File: src/design/todc_pkg.sv
// Shared types for the time-of-day counter: counter state, item and cfg words, result word.
// No dependencies; compiled first.
package todc_pkg;

	localparam int unsigned SecPerMin  = 60;
	localparam int unsigned MinPerHour = 60;
	localparam int unsigned HoursPerDay = 24;
	localparam int unsigned HalfDay    = 12;
	localparam int unsigned DecRadix   = 10;
	localparam int unsigned TensLimit  = 6;

	typedef struct packed {
		logic [5:0] sec_count;
		logic [5:0] min_count;
		logic [4:0] hour24_count;
		logic [3:0] hour12_count;
		logic       pm_state;
		logic [3:0] sec_ones;
		logic [2:0] sec_tens;
		logic [3:0] min_ones;
		logic [2:0] min_tens;
		logic [3:0] h12_ones;
		logic       h12_tens;
		logic [3:0] h24_ones;
		logic [1:0] h24_tens;
	} time_t;

	typedef struct packed {
		logic tick;
	} item_t;

	typedef struct packed {
		logic paused;
	} cfg_t;

	typedef struct packed {
		logic [5:0] seconds_bin;
		logic [5:0] minutes_bin;
		logic [4:0] hours_24_bin;
		logic [3:0] hours_12_bin;
		logic       pm_flag;
		logic [6:0] seconds_bcd;
		logic [6:0] minutes_bcd;
		logic [4:0] hours_12_bcd;
		logic [5:0] hours_24_bcd;
	} result_t;

endpackage

File: src/design/todc_chan_if.sv
// Valid/ready channel carrying one payload word per handshake.
// Depends on nothing; the payload type is given per instance.
interface todc_chan_if #(parameter type payload_t = logic);
	logic     valid;
	logic     ready;
	payload_t data;

	modport source (output valid, output data, input ready);
	modport sink (input valid, input data, output ready);
endinterface

File: src/design/todc_time_regs.sv
// Time-of-day state registers, pause register and next-time logic.
// Depends on todc_pkg.
module todc_time_regs (
	input  logic            clk,
	input  logic            arst_n,
	input  logic            cfg_we,
	input  logic            cfg_paused,
	input  logic            advance_en,
	input  logic            tick,
	output todc_pkg::time_t time_nxt
);
	import todc_pkg::*;

	time_t      time_q;
	logic       paused_q;
	logic       step;
	logic [6:0] sec_sum, min_sum;
	logic [4:0] so_sum, mo_sum, h12o_sum, h24o_sum;
	logic [3:0] st_sum, mt_sum;
	logic [5:0] h24_sum;
	logic       sec_wrap, min_wrap;
	logic [3:0] so_n, mo_n, h12o_n, h24o_n;
	logic [2:0] st_n, mt_n;
	logic       h12t_n;
	logic [1:0] h24t_n;
	logic [4:0] h24c_n;
	logic [3:0] h12c_n;
	logic       pm_n;

	always_comb begin
		step     = tick && !paused_q;
		sec_sum  = {1'b0, time_q.sec_count} + 7'd1;
		min_sum  = {1'b0, time_q.min_count} + 7'd1;
		so_sum   = {1'b0, time_q.sec_ones} + 5'd1;
		mo_sum   = {1'b0, time_q.min_ones} + 5'd1;
		st_sum   = {1'b0, time_q.sec_tens} + 4'd1;
		mt_sum   = {1'b0, time_q.min_tens} + 4'd1;
		h12o_sum = {1'b0, time_q.h12_ones} + 5'd1;
		h24o_sum = {1'b0, time_q.h24_ones} + 5'd1;
		h24_sum  = {1'b0, time_q.hour24_count} + 6'd1;
		sec_wrap = sec_sum >= 7'(SecPerMin);
		min_wrap = min_sum >= 7'(MinPerHour);

		so_n = time_q.sec_ones;
		st_n = time_q.sec_tens;
		time_nxt = time_q;
		if (step) begin
			time_nxt.sec_count = sec_wrap ? 6'd0 : sec_sum[5:0];
			if (so_sum >= 5'(DecRadix)) begin
				so_n = 4'd0;
				st_n = (st_sum >= 4'(TensLimit)) ? 3'd0 : st_sum[2:0];
			end else begin
				so_n = so_sum[3:0];
				st_n = time_q.sec_tens;
			end
			time_nxt.sec_ones = so_n;
			time_nxt.sec_tens = st_n;
		end

		mo_n = time_q.min_ones;
		mt_n = time_q.min_tens;
		if (mo_sum >= 5'(DecRadix)) begin
			mo_n = 4'd0;
			mt_n = (mt_sum >= 4'(TensLimit)) ? 3'd0 : mt_sum[2:0];
		end else begin
			mo_n = mo_sum[3:0];
		end
		if (step && sec_wrap) begin
			time_nxt.min_count = min_wrap ? 6'd0 : min_sum[5:0];
			time_nxt.min_ones  = mo_n;
			time_nxt.min_tens  = mt_n;
		end

		h24c_n = (h24_sum >= 6'(HoursPerDay)) ? 5'd0 : h24_sum[4:0];
		if (h24c_n == 5'd0) begin
			h12c_n = 4'(HalfDay);
			pm_n   = 1'b0;
		end else if (h24c_n == 5'(HalfDay)) begin
			h12c_n = 4'(HalfDay);
			pm_n   = 1'b1;
		end else if (h24c_n > 5'(HalfDay)) begin
			h12c_n = 4'(h24c_n - 5'(HalfDay));
			pm_n   = 1'b1;
		end else begin
			h12c_n = h24c_n[3:0];
			pm_n   = 1'b0;
		end

		if (time_q.h12_tens && time_q.h12_ones >= 4'd2) begin
			h12t_n = 1'b0;
			h12o_n = 4'd1;
		end else if (h12o_sum >= 5'(DecRadix)) begin
			h12t_n = ~time_q.h12_tens;
			h12o_n = 4'd0;
		end else begin
			h12t_n = time_q.h12_tens;
			h12o_n = h12o_sum[3:0];
		end

		if (h24o_sum >= 5'(DecRadix)) begin
			h24o_n = 4'd0;
			h24t_n = time_q.h24_tens + 2'd1;
		end else begin
			h24o_n = h24o_sum[3:0];
			h24t_n = time_q.h24_tens;
		end
		if (h24t_n >= 2'd2 && h24o_n >= 4'd4) begin
			h24t_n = 2'd0;
			h24o_n = 4'd0;
		end

		if (step && sec_wrap && min_wrap) begin
			time_nxt.hour24_count = h24c_n;
			time_nxt.hour12_count = h12c_n;
			time_nxt.pm_state     = pm_n;
			time_nxt.h12_ones     = h12o_n;
			time_nxt.h12_tens     = h12t_n;
			time_nxt.h24_ones     = h24o_n;
			time_nxt.h24_tens     = h24t_n;
		end
	end

	always_ff @(posedge clk or negedge arst_n) begin
		if (!arst_n) begin
			paused_q <= 1'b0;
			time_q   <= '{
				sec_count: 6'd0, min_count: 6'd0, hour24_count: 5'd0,
				hour12_count: 4'(HalfDay), pm_state: 1'b0,
				sec_ones: 4'd0, sec_tens: 3'd0, min_ones: 4'd0, min_tens: 3'd0,
				h12_ones: 4'd2, h12_tens: 1'b1, h24_ones: 4'd0, h24_tens: 2'd0
			};
		end else begin
			if (cfg_we) begin
				paused_q <= cfg_paused;
			end
			if (advance_en) begin
				time_q <= time_nxt;
			end
		end
	end

endmodule

File: src/design/todc_out_stage.sv
// Result register: packs the time into the result word and holds it
// until taken. Depends on todc_pkg.
module todc_out_stage (
	input  logic              clk,
	input  logic              arst_n,
	input  logic              load,
	input  todc_pkg::time_t   time_in,
	input  logic              out_ready,
	output logic              out_valid,
	output todc_pkg::result_t out_data,
	output logic              can_load
);
	import todc_pkg::*;

	logic    valid_q;
	result_t data_q;
	result_t packed_word;

	always_comb begin
		packed_word.seconds_bin  = time_in.sec_count;
		packed_word.minutes_bin  = time_in.min_count;
		packed_word.hours_24_bin = time_in.hour24_count;
		packed_word.hours_12_bin = time_in.hour12_count;
		packed_word.pm_flag      = time_in.pm_state;
		packed_word.seconds_bcd  = {time_in.sec_tens, time_in.sec_ones};
		packed_word.minutes_bcd  = {time_in.min_tens, time_in.min_ones};
		packed_word.hours_12_bcd = {time_in.h12_tens, time_in.h12_ones};
		packed_word.hours_24_bcd = {time_in.h24_tens, time_in.h24_ones};
	end

	assign can_load  = !valid_q || out_ready;
	assign out_valid = valid_q;
	assign out_data  = data_q;

	always_ff @(posedge clk or negedge arst_n) begin
		if (!arst_n) begin
			valid_q <= 1'b0;
		end else if (can_load) begin
			valid_q <= load;
		end
	end

	always_ff @(posedge clk) begin
		if (load) begin
			data_q <= packed_word;
		end
	end

endmodule

File: src/design/time_of_day_counter_bcd_12_24_core.sv
// Top level of the time-of-day counter, binary and BCD, 12 and 24 hour.
// Depends on todc_pkg, todc_chan_if, todc_time_regs, todc_out_stage.
//
// Channels: item (sink) carries one tick word; result (source) carries the
// time after that word in binary, packed BCD, 24-hour and 12-hour with PM.
// cfg (sink) writes the paused bit; it is always ready.
// Every accepted item gives exactly one result word.
// Latency: the result is valid the cycle after the item is accepted.
// Throughput: one item per cycle; the time registers update at accept and
// the result register is the only stage, so item ready stays high whenever
// the result register is empty or being drained in the same cycle.
// Stall: while result is held (valid without ready) item ready drops and
// the time holds; nothing is lost or repeated.
// Reset: arst_n clears the result valid flag, clears paused and sets the
// time to 12:00:00 AM (24-hour 00:00:00).
module time_of_day_counter_bcd_12_24_core (
	input logic clk,
	input logic arst_n,
	todc_chan_if.sink   item,
	todc_chan_if.sink   cfg,
	todc_chan_if.source result
);
	import todc_pkg::*;

	logic  accept;
	logic  can_load;
	time_t time_nxt;

	assign item.ready = can_load;
	assign cfg.ready  = 1'b1;
	assign accept     = item.valid && can_load;

	todc_time_regs u_regs (
		.clk        (clk),
		.arst_n     (arst_n),
		.cfg_we     (cfg.valid),
		.cfg_paused (cfg.data.paused),
		.advance_en (accept),
		.tick       (item.data.tick),
		.time_nxt   (time_nxt)
	);

	todc_out_stage u_out (
		.clk       (clk),
		.arst_n    (arst_n),
		.load      (accept),
		.time_in   (time_nxt),
		.out_ready (result.ready),
		.out_valid (result.valid),
		.out_data  (result.data),
		.can_load  (can_load)
	);

endmodule

File: src/flat_wrapper.sv
// flat-port wrapper written by rule: the top's interface ports become plain ports
module time_of_day_counter_bcd_12_24_core_flat import todc_pkg::*;
  (clk, arst_n, item_valid, item_data, item_ready, cfg_valid, cfg_data, cfg_ready, result_valid, result_data, result_ready);
  todc_chan_if #(.payload_t(item_t)) item_i ();
  todc_chan_if #(.payload_t(cfg_t)) cfg_i ();
  todc_chan_if #(.payload_t(result_t)) result_i ();
  input logic clk;
  input logic arst_n;
  input wire logic [$bits(item_i.valid)-1:0] item_valid;
  input wire logic [$bits(item_i.data)-1:0] item_data;
  output wire logic [$bits(item_i.ready)-1:0] item_ready;
  input wire logic [$bits(cfg_i.valid)-1:0] cfg_valid;
  input wire logic [$bits(cfg_i.data)-1:0] cfg_data;
  output wire logic [$bits(cfg_i.ready)-1:0] cfg_ready;
  output wire logic [$bits(result_i.valid)-1:0] result_valid;
  output wire logic [$bits(result_i.data)-1:0] result_data;
  input wire logic [$bits(result_i.ready)-1:0] result_ready;
  assign item_i.valid = item_valid;
  assign item_i.data = item_data;
  assign item_ready = item_i.ready;
  assign cfg_i.valid = cfg_valid;
  assign cfg_i.data = cfg_data;
  assign cfg_ready = cfg_i.ready;
  assign result_valid = result_i.valid;
  assign result_data = result_i.data;
  assign result_i.ready = result_ready;
  time_of_day_counter_bcd_12_24_core u_core (.clk(clk), .arst_n(arst_n), .item(item_i), .cfg(cfg_i), .result(result_i));
endmodule
File: config.mk
export PLATFORM = sky130hd
export DESIGN_NAME = time_of_day_counter_bcd_12_24_core_flat
export DESIGN_NICKNAME = d
export VERILOG_FILES = /design/src/design/todc_pkg.sv /design/src/design/todc_chan_if.sv /design/src/design/todc_time_regs.sv /design/src/design/todc_out_stage.sv /design/src/design/time_of_day_counter_bcd_12_24_core.sv /design/src/flat_wrapper.sv
export SDC_FILE = /design/constraint.sdc
export NUM_CORES = 1
export LEC_CHECK = 0
export CORE_ASPECT_RATIO = 1.1
export CORE_MARGIN = 5
export CORE_UTILIZATION = 60
export DETAILED_ROUTE_END_ITERATION = 12
export DONT_BUFFER_PORTS = 1
export HOLD_SLACK_MARGIN = 0.15
export PLACE_DENSITY = 0.82
export SLEW_MARGIN = 20
export SYNTH_ARGS = -nofsm -noshare
export SYNTH_HDL_FRONTEND = slang
export SYNTH_SLANG_ARGS = --single-unit
File: constraint.sdc
create_clock -name clk -period 5.6 [get_ports clk]
set_input_delay 0.84 -clock clk [delete_from_list [all_inputs] [get_ports clk]]
set_output_delay 0.84 -clock clk [all_outputs]
set_load 0.005 [all_outputs]
-- Word level (Yosys, flattened, before mapping)
Index checks and enable logic that the tools add are counted.
- mux-type cells: 29
- reductions and logical operators: 10
- magnitude comparators: 13
- bitwise operators: 1
- add/subtract/negate cells: 11
- equality and inequality tests: 1
- operator list (cell ; count):
    $mux W4 ; 9
    $mux W6 ; 4
    $add A4 B1 Y5 const B ; 4
    $ge A5 B4 Y1 const B ; 4
    $add A6 B1 Y7 const B ; 2
    $ge A7 B6 Y1 const B ; 2
    $mux W7 ; 2
    $ge A4 B3 Y1 const B ; 3
    $mux W3 ; 4
    $mux W11 ; 1
    $mux W10 ; 1
    $add A3 B1 Y4 const B ; 2
    $add A5 B1 Y6 const B ; 1
    $ge A6 B5 Y1 const B ; 1
    $logic_and A1 B1 Y1 ; 6
    $eq A5 B4 Y1 const B ; 1
    $gt A5 B4 Y1 const B ; 1
    $logic_not A5 Y1 ; 1
    $mux W1 ; 5
    $mux W5 ; 1
    $ge A4 B2 Y1 const B ; 1
    $mux W2 ; 2
    $sub A4 B4 Y4 const B ; 1
    $add A2 B1 Y2 const B ; 1
    other kinds (4) ; 5
- input port bits: 7
- bits in registers: 96
- word-level logic and storage cells: 89

-- Logic depth before layout (Yosys ltp)
- depth in word-level cells: 8
- mapped depth: 10
- gate-level depth less buffers: 10

-- Cells and area by module
From an unflattened synthesis, not the netlist that was laid out.
- cell total of the unflattened synthesis: 540
- area total of the unflattened synthesis: 5607.9 µm²
- by module, submodules not included (module ; area each (µm²) ; cells an instance ; times used ; sequential area each (µm²)):
    todc_time_regs ; 4131.5 ; 487 ; 1 ; 1206.2
    todc_out_stage ; 1458.9 ; 50 ; 1 ; 1436.4
    time_of_day_counter_bcd_12_24_core ; 17.5 ; 3 ; 1 ; 0.0

-- Worst setup path after synthesis
No wires, ideal clock.
- path kind: input port to flip-flop
- from: input port result_ready
- to: register u_core.u_regs.time_q[25] in the netlist's numbering
- path buffers: 1
- cell stages on the path: 6
- arrival: 3.630 ns
- slack: 1.845 ns
- cells stage by stage: nand2b_1 and2_1 clkbuf_1 nand2_1 nor3_4 mux2_4
- longest elaborated chain between the ends: 2
- ends and longest elaborated chain (item ; line ; source):
    start, declared ; flat_wrapper.sv:17 ; input wire logic [$bits(result_i.ready)-1:0] result_ready;
    $logic_or A1 B1 Y1 ; todc_out_stage.sv:31 ; assign can_load = !valid_q || out_ready;
    $logic_and A1 B1 Y1 ; time_of_day_counter_bcd_12_24_core.sv:31 ; assign accept = item.valid && can_load;
    named net u_core.accept ; time_of_day_counter_bcd_12_24_core.sv:25 ; logic accept;
    end signal, assigned ; todc_time_regs.sv:126 ; time_q <= '{
    end signal, assigned ; todc_time_regs.sv:137 ; time_q <= time_nxt;
    end, declared ; todc_time_regs.sv:14 ; time_t time_q;
The timed path passes the listed nets, and every way through them passes these cells.
A chain may end at the register's enable or synchronous reset.

==> Flow_metrics.wiki <==
{| class="wikitable"
! Metric !! Value
|-
| Post-route fraction of the period consumed by the critical path || 0.4929
|-
| Critical path, cell by cell || ha_1 -> nor2b_1 -> a221oi_1 -> o21ai_0 -> o31a_1 -> inv_1 -> ha_1 -> o211ai_1 -> o221ai_1 -> mux2_2
|-
| Top post-synthesis cells by count || sky130_fd_sc_hd__o21ai_0, sky130_fd_sc_hd__nand2_1, sky130_fd_sc_hd__edfxtp_1
|-
| Timing endpoint of the critical path || u_core.u_out.out_data[28]
|-
| Cell count after synthesis || between 500 and 600
|-
| Net switching power figure || 0.4362 mW
|-
| CP Buf/Inv Count || 1
|-
| Maximum Capacitance Violations || 0
|-
| Min cycle time layout || about 2.8 ns
|-
| Share of synthesized registers carrying an async set or reset || 0.5104
|-
| Worst setup timing slack at the placement stage || approximately 2.9 ns
|-
| Largest fanout on the critical path || 11
|-
| Category of cells accounting for the largest share of critical-path delay || compound AO/OA/AOI/OAI gates
|-
| Share of post-route cells with drive strength above 1 || 0.09263
|-
| Data required time of the worst path || 5.73 ns
|-
| Mapped Avg Cell Area || ~10 µm²
|-
| CP Launch Point || u_core.u_regs.time_q[30]
|-
| Start-to-end type of the worst setup path || reg2reg
|-
| Layout filler cell count || a little under 700
|-
| Worst-case register-to-register setup slack || around 2.8 ns
|-
| Clock Latency Late Sink || between 0.3 and 0.4 ns
|-
| Detailed placer's ending HPWL || between 7000 and 8000 µm
|-
| Critical path depth in cells || 10
|-
| Synthesis-stage register bit count || 96
|-
| Worst-Margin Slew || 0.7246 ns
|-
| Pwr per Cell Area || around 280 mW/mm²
|-
| Reg-to-reg critical path startpoint || u_core.u_regs.time_q[30]
|-
| Fraction of synthesized cell area taken by the top area cell type || 0.2619
|-
| Total GRT Usage || 0.2172
|-
| DRC violations left || 0
|-
| Worst slew margin relative to its limit || 0.5093
|-
| Endpoint class of the critical path || register
|-
| Total of buffers placed on input and output ports || 0
|-
| Clock power frac || 0.279
|-
| Initial antenna violation count || 0
|-
| Global placer's final weighted congestion || between 0.8 and 0.9
|-
| Total Neg Setup Slack || 0 ns
|-
| Sequential cell area || approximately 0.0026 mm²
|-
| NumNets Final || 550
|-
| Instance area at placement || 0.005423 mm²
|-
| Leftover overflow at the end of global routing || 0
|-
| Class of the most critical hold timing path || in2async
|-
| Drt total wl || roughly 11,000 µm
|-
| Area of combinational cells with multiple inputs || approximately 0.0026 mm²
|-
| Drt pass-1 iters || 5
|-
| Final setup violation count || 0
|-
| Max incr delay on CP || 0.56 ns
|-
| Cts-stage hold buffer count || 2
|-
| Critical Path Start Type || register
|-
| First-pass GRT wire length || approximately 19,000 µm
|-
| Status || complete, no violations
|-
| Pin count of the biggest net entering global routing || 54
|-
| VDD IR-drop max || about 150 µV
|-
| Die span in x || between 100 and 150 µm
|-
| Number of nets produced by synthesis || between 500 and 600
|-
| Starting utilization of the core area || 0.6104
|-
| Sequential fraction of design power || 0.573
|-
| Most frequent cell after synthesis || sky130_fd_sc_hd__o21ai_0
|-
| Combinational share of power || 0.148
|-
| Top cells by area in the synthesized netlist || sky130_fd_sc_hd__edfxtp_1, sky130_fd_sc_hd__dfrtp_1, sky130_fd_sc_hd__o21ai_0, sky130_fd_sc_hd__nand2_1, sky130_fd_sc_hd__ha_1
|-
| Reg2reg path depth || 10
|-
| Cell with the biggest individual delay on the critical path || sky130_fd_sc_hd__dfrtp_1
|-
| Worst reg2reg path endpoint || u_core.u_out.out_data[28]
|-
| CTS resizes || 0
|-
| Static Leak || roughly 2.2 nW
|-
| Detailed-route wire length per cell || about 18 µm
|-
| Standard-cell row count || 36
|-
| Mapped Area || around 0.0054 mm²
|-
| Sequential fraction of the synthesis area || 0.4904
|-
| Cell Int Power || 1.118 mW
|-
| Switch share || 0.2806
|-
| Initial DRC Count || 207
|-
| Clk sink count || 96
|-
| Final Max Slew Viols || 0
|-
| Post-route clock skew || between 0.01 and 0.015 ns
|-
| Max Fclk || about 0.36 GHz
|-
| Critical Path Most Common Cell || sky130_fd_sc_hd__ha_1
|-
| # diodes || 0
|-
| Post-route worst setup slack || 2.840 ns
|-
| Cell type with the largest total area after synthesis || sky130_fd_sc_hd__edfxtp_1
|-
| Number of top-level design ports || 57
|-
| Most used DFF post-synth || sky130_fd_sc_hd__edfxtp_1
|-
| Synth warn || 0
|-
| Vias in the first global route || roughly 3,900
|-
| Residual antenna-violating net count after detailed routing || 0
|-
| CP Data Arrival Time || roughly 2.9 ns
|-
| TritonCTS clock tree || done
|-
| Clock Pin Slew Worst Setup and Hold Paths || 0.09 ns
|-
| Placeable core region || 0.008828 mm²
|-
| Total die area || ~0.011 mm²
|-
| Clock Root Buffer || sky130_fd_sc_hd__clkbuf_8
|-
| Layout-stage area growth over the synthesis result || 4.597%
|-
| Number of distinct library cells after synthesis || between 70 and 80
|-
| CTS H-tree lvls || 3
|-
| Post-CTS setup buffer count || 0
|-
| Number of clock buffers inserted by TritonCTS || 9
|-
| Number of enable-type register cells in the synthesized netlist || 47
|-
| Design Area, Final || about 0.0056 mm²
|-
| Chip Height || 109.4 µm
|-
| Via density per instance || 6.358
|-
| Final hold violations || 0
|-
| RSZ-0062 raised after global routing || no
|-
| Vias after detailed routing || 4,088
|-
| Number of buffers on the longest clock path || 2
|}
[cells by family (layout without fill, tap and decap cells)]
group | count (synthesis) | in the layout | share of synthesized area
AO/OA/AOI/OAI | 170 | 170 | 0.2062
XOR/XNOR | 10 | 10 | 0.01625
adder cells (fa/ha/maj) | 19 | 19 | 0.04411
buffers and inverters | 44 | 37 | 0.03506
flip-flops | 96 | 96 | 0.4904
multiplexers | 17 | 17 | 0.03715
other | 1 | 1 | 0.0006959
AND/OR/NAND/NOR | 179 | 179 | 0.1702
[how the worst min path moves through the flow]
stage | endpoint | slack [ns] | cells past startpoint | start
2_1_floorplan | u_core.u_regs.time_q[27] | 0.45 | 2 | u_core.u_regs.time_q[27]
3_3_place_gp | u_core.u_regs.time_q[26] | 0.46 | 1 | u_core.u_regs.time_q[26]
3_5_place_dp | u_core.u_regs.time_q[27] | 0.47 | 2 | u_core.u_regs.time_q[27]
4_1_cts | u_core.u_regs.time_q[28] | 0.28 | 0 | arst_n
5_1_grt | u_core.u_regs.time_q[28] | 0.27 | 0 | arst_n
6_report | u_core.u_regs.time_q[8] | 0.30 | 0 | arst_n
[power by group through the flow]
stage / Clock (mW) / Combinational, mW / Sequential, mW
2_1_floorplan: 0 / 0.185 / 0.878
3_3_place_gp: 0 / 0.205 / 0.898
3_5_place_dp: 0 / 0.221 / 0.905
4_1_cts: 0.444 / 0.233 / 0.890
5_1_grt: 0.475 / 0.265 / 0.902
6_report: 0.434 / 0.230 / 0.890
[flip-flops by register name (all words and copies together), names as in the netlist]
register / flops
u_core.u_regs.paused_q: 1
u_core.u_out.out_valid: 1
u_core.u_out.out_data: 47
u_core.u_regs.time_q: 47
[worst register-to-register path, delay by kind of cell, from the launching register on]
kind | cells | cell delay, ns
AOI/OAI and AO/OA | 5 | 0.88
DFF | 1 | 0.56
buffers and inverters | 1 | 0.07
and+or+nand+nor | 1 | 0.17
adders and majority gates | 2 | 0.58
muxes | 1 | 0.28
[layout by cell type (no fill, tap or decap), types with 3 or more instances in the layout]
| cell | count |
|---|---|
| sky130_fd_sc_hd__a21o_1 | 7 |
| sky130_fd_sc_hd__nand3_1 | 16 |
| sky130_fd_sc_hd__inv_1 | 17 |
| sky130_fd_sc_hd__or3_1 | 8 |
| sky130_fd_sc_hd__nor2_1 | 22 |
| sky130_fd_sc_hd__o21ai_0 | 74 |
| sky130_fd_sc_hd__nor2b_1 | 9 |
| sky130_fd_sc_hd__clkbuf_1 | 6 |
| sky130_fd_sc_hd__clkbuf_8 | 9 |
| sky130_fd_sc_hd__edfxtp_1 | 47 |
| sky130_fd_sc_hd__a31oi_1 | 12 |
| sky130_fd_sc_hd__and2_1 | 4 |
| sky130_fd_sc_hd__nand2b_1 | 14 |
| sky130_fd_sc_hd__a41oi_1 | 3 |
| sky130_fd_sc_hd__nor3_1 | 7 |
| sky130_fd_sc_hd__dfrtp_1 | 45 |
| sky130_fd_sc_hd__a21boi_0 | 3 |
| sky130_fd_sc_hd__nand3b_1 | 4 |
| sky130_fd_sc_hd__a21oi_1 | 17 |
| sky130_fd_sc_hd__dfstp_2 | 4 |
| sky130_fd_sc_hd__mux2_2 | 12 |
| sky130_fd_sc_hd__o21ai_1 | 5 |
| sky130_fd_sc_hd__a22o_1 | 5 |
| sky130_fd_sc_hd__o31ai_1 | 8 |
| sky130_fd_sc_hd__and3_1 | 7 |
| sky130_fd_sc_hd__o22ai_1 | 3 |
| sky130_fd_sc_hd__nand4_1 | 3 |
| sky130_fd_sc_hd__o21a_1 | 4 |
| sky130_fd_sc_hd__xnor2_1 | 6 |
| sky130_fd_sc_hd__o31a_1 | 3 |
| sky130_fd_sc_hd__o2bb2ai_1 | 3 |
| sky130_fd_sc_hd__nand2_1 | 72 |
| sky130_fd_sc_hd__xor2_1 | 4 |
| sky130_fd_sc_hd__mux2_4 | 3 |
| sky130_fd_sc_hd__ha_1 | 19 |
[area by class of cell]
class / count / area share
Inverter: 17 / 0.01132
Clock inverter: 1 / 0.005327
Multi-Input combinational cell: 396 / 0.4539
Tap cell: 114 / 0.02531
Clock buffer: 15 / 0.02597
Timing Repair Buffer: 4 / 0.009323
Sequential cell: 96 / 0.4688
[metal layers]
metal | track usage | vias to the layer above | wire (µm)
met3 | 0.04124 | 23 | 549
li1 | - | 1947 | -
met5 | 0 | - | 0
met2 | 0.3674 | 136 | 5720
met4 | 0.1049 | 0 | 304
met1 | 0.2680 | 1982 | 4717
[per-stage QoR]
| step | power [mW] | util | std cells | hold WS [ns] |
|---|---|---|---|---|
| final | 1.554 | 0.6385 | 643 | 0.3012 |
| after floorplan | 1.063 | - | 536 | 0.4484 |
| after global placement | 1.103 | 0.6142 | 625 | 0.4616 |
| after global routing | 1.642 | 0.6385 | 643 | 0.2748 |
| after CTS | 1.567 | 0.6385 | 643 | 0.2833 |
| after detailed placement | 1.126 | 0.6142 | 625 | 0.4731 |
Power figures use the tool's default switching activity.
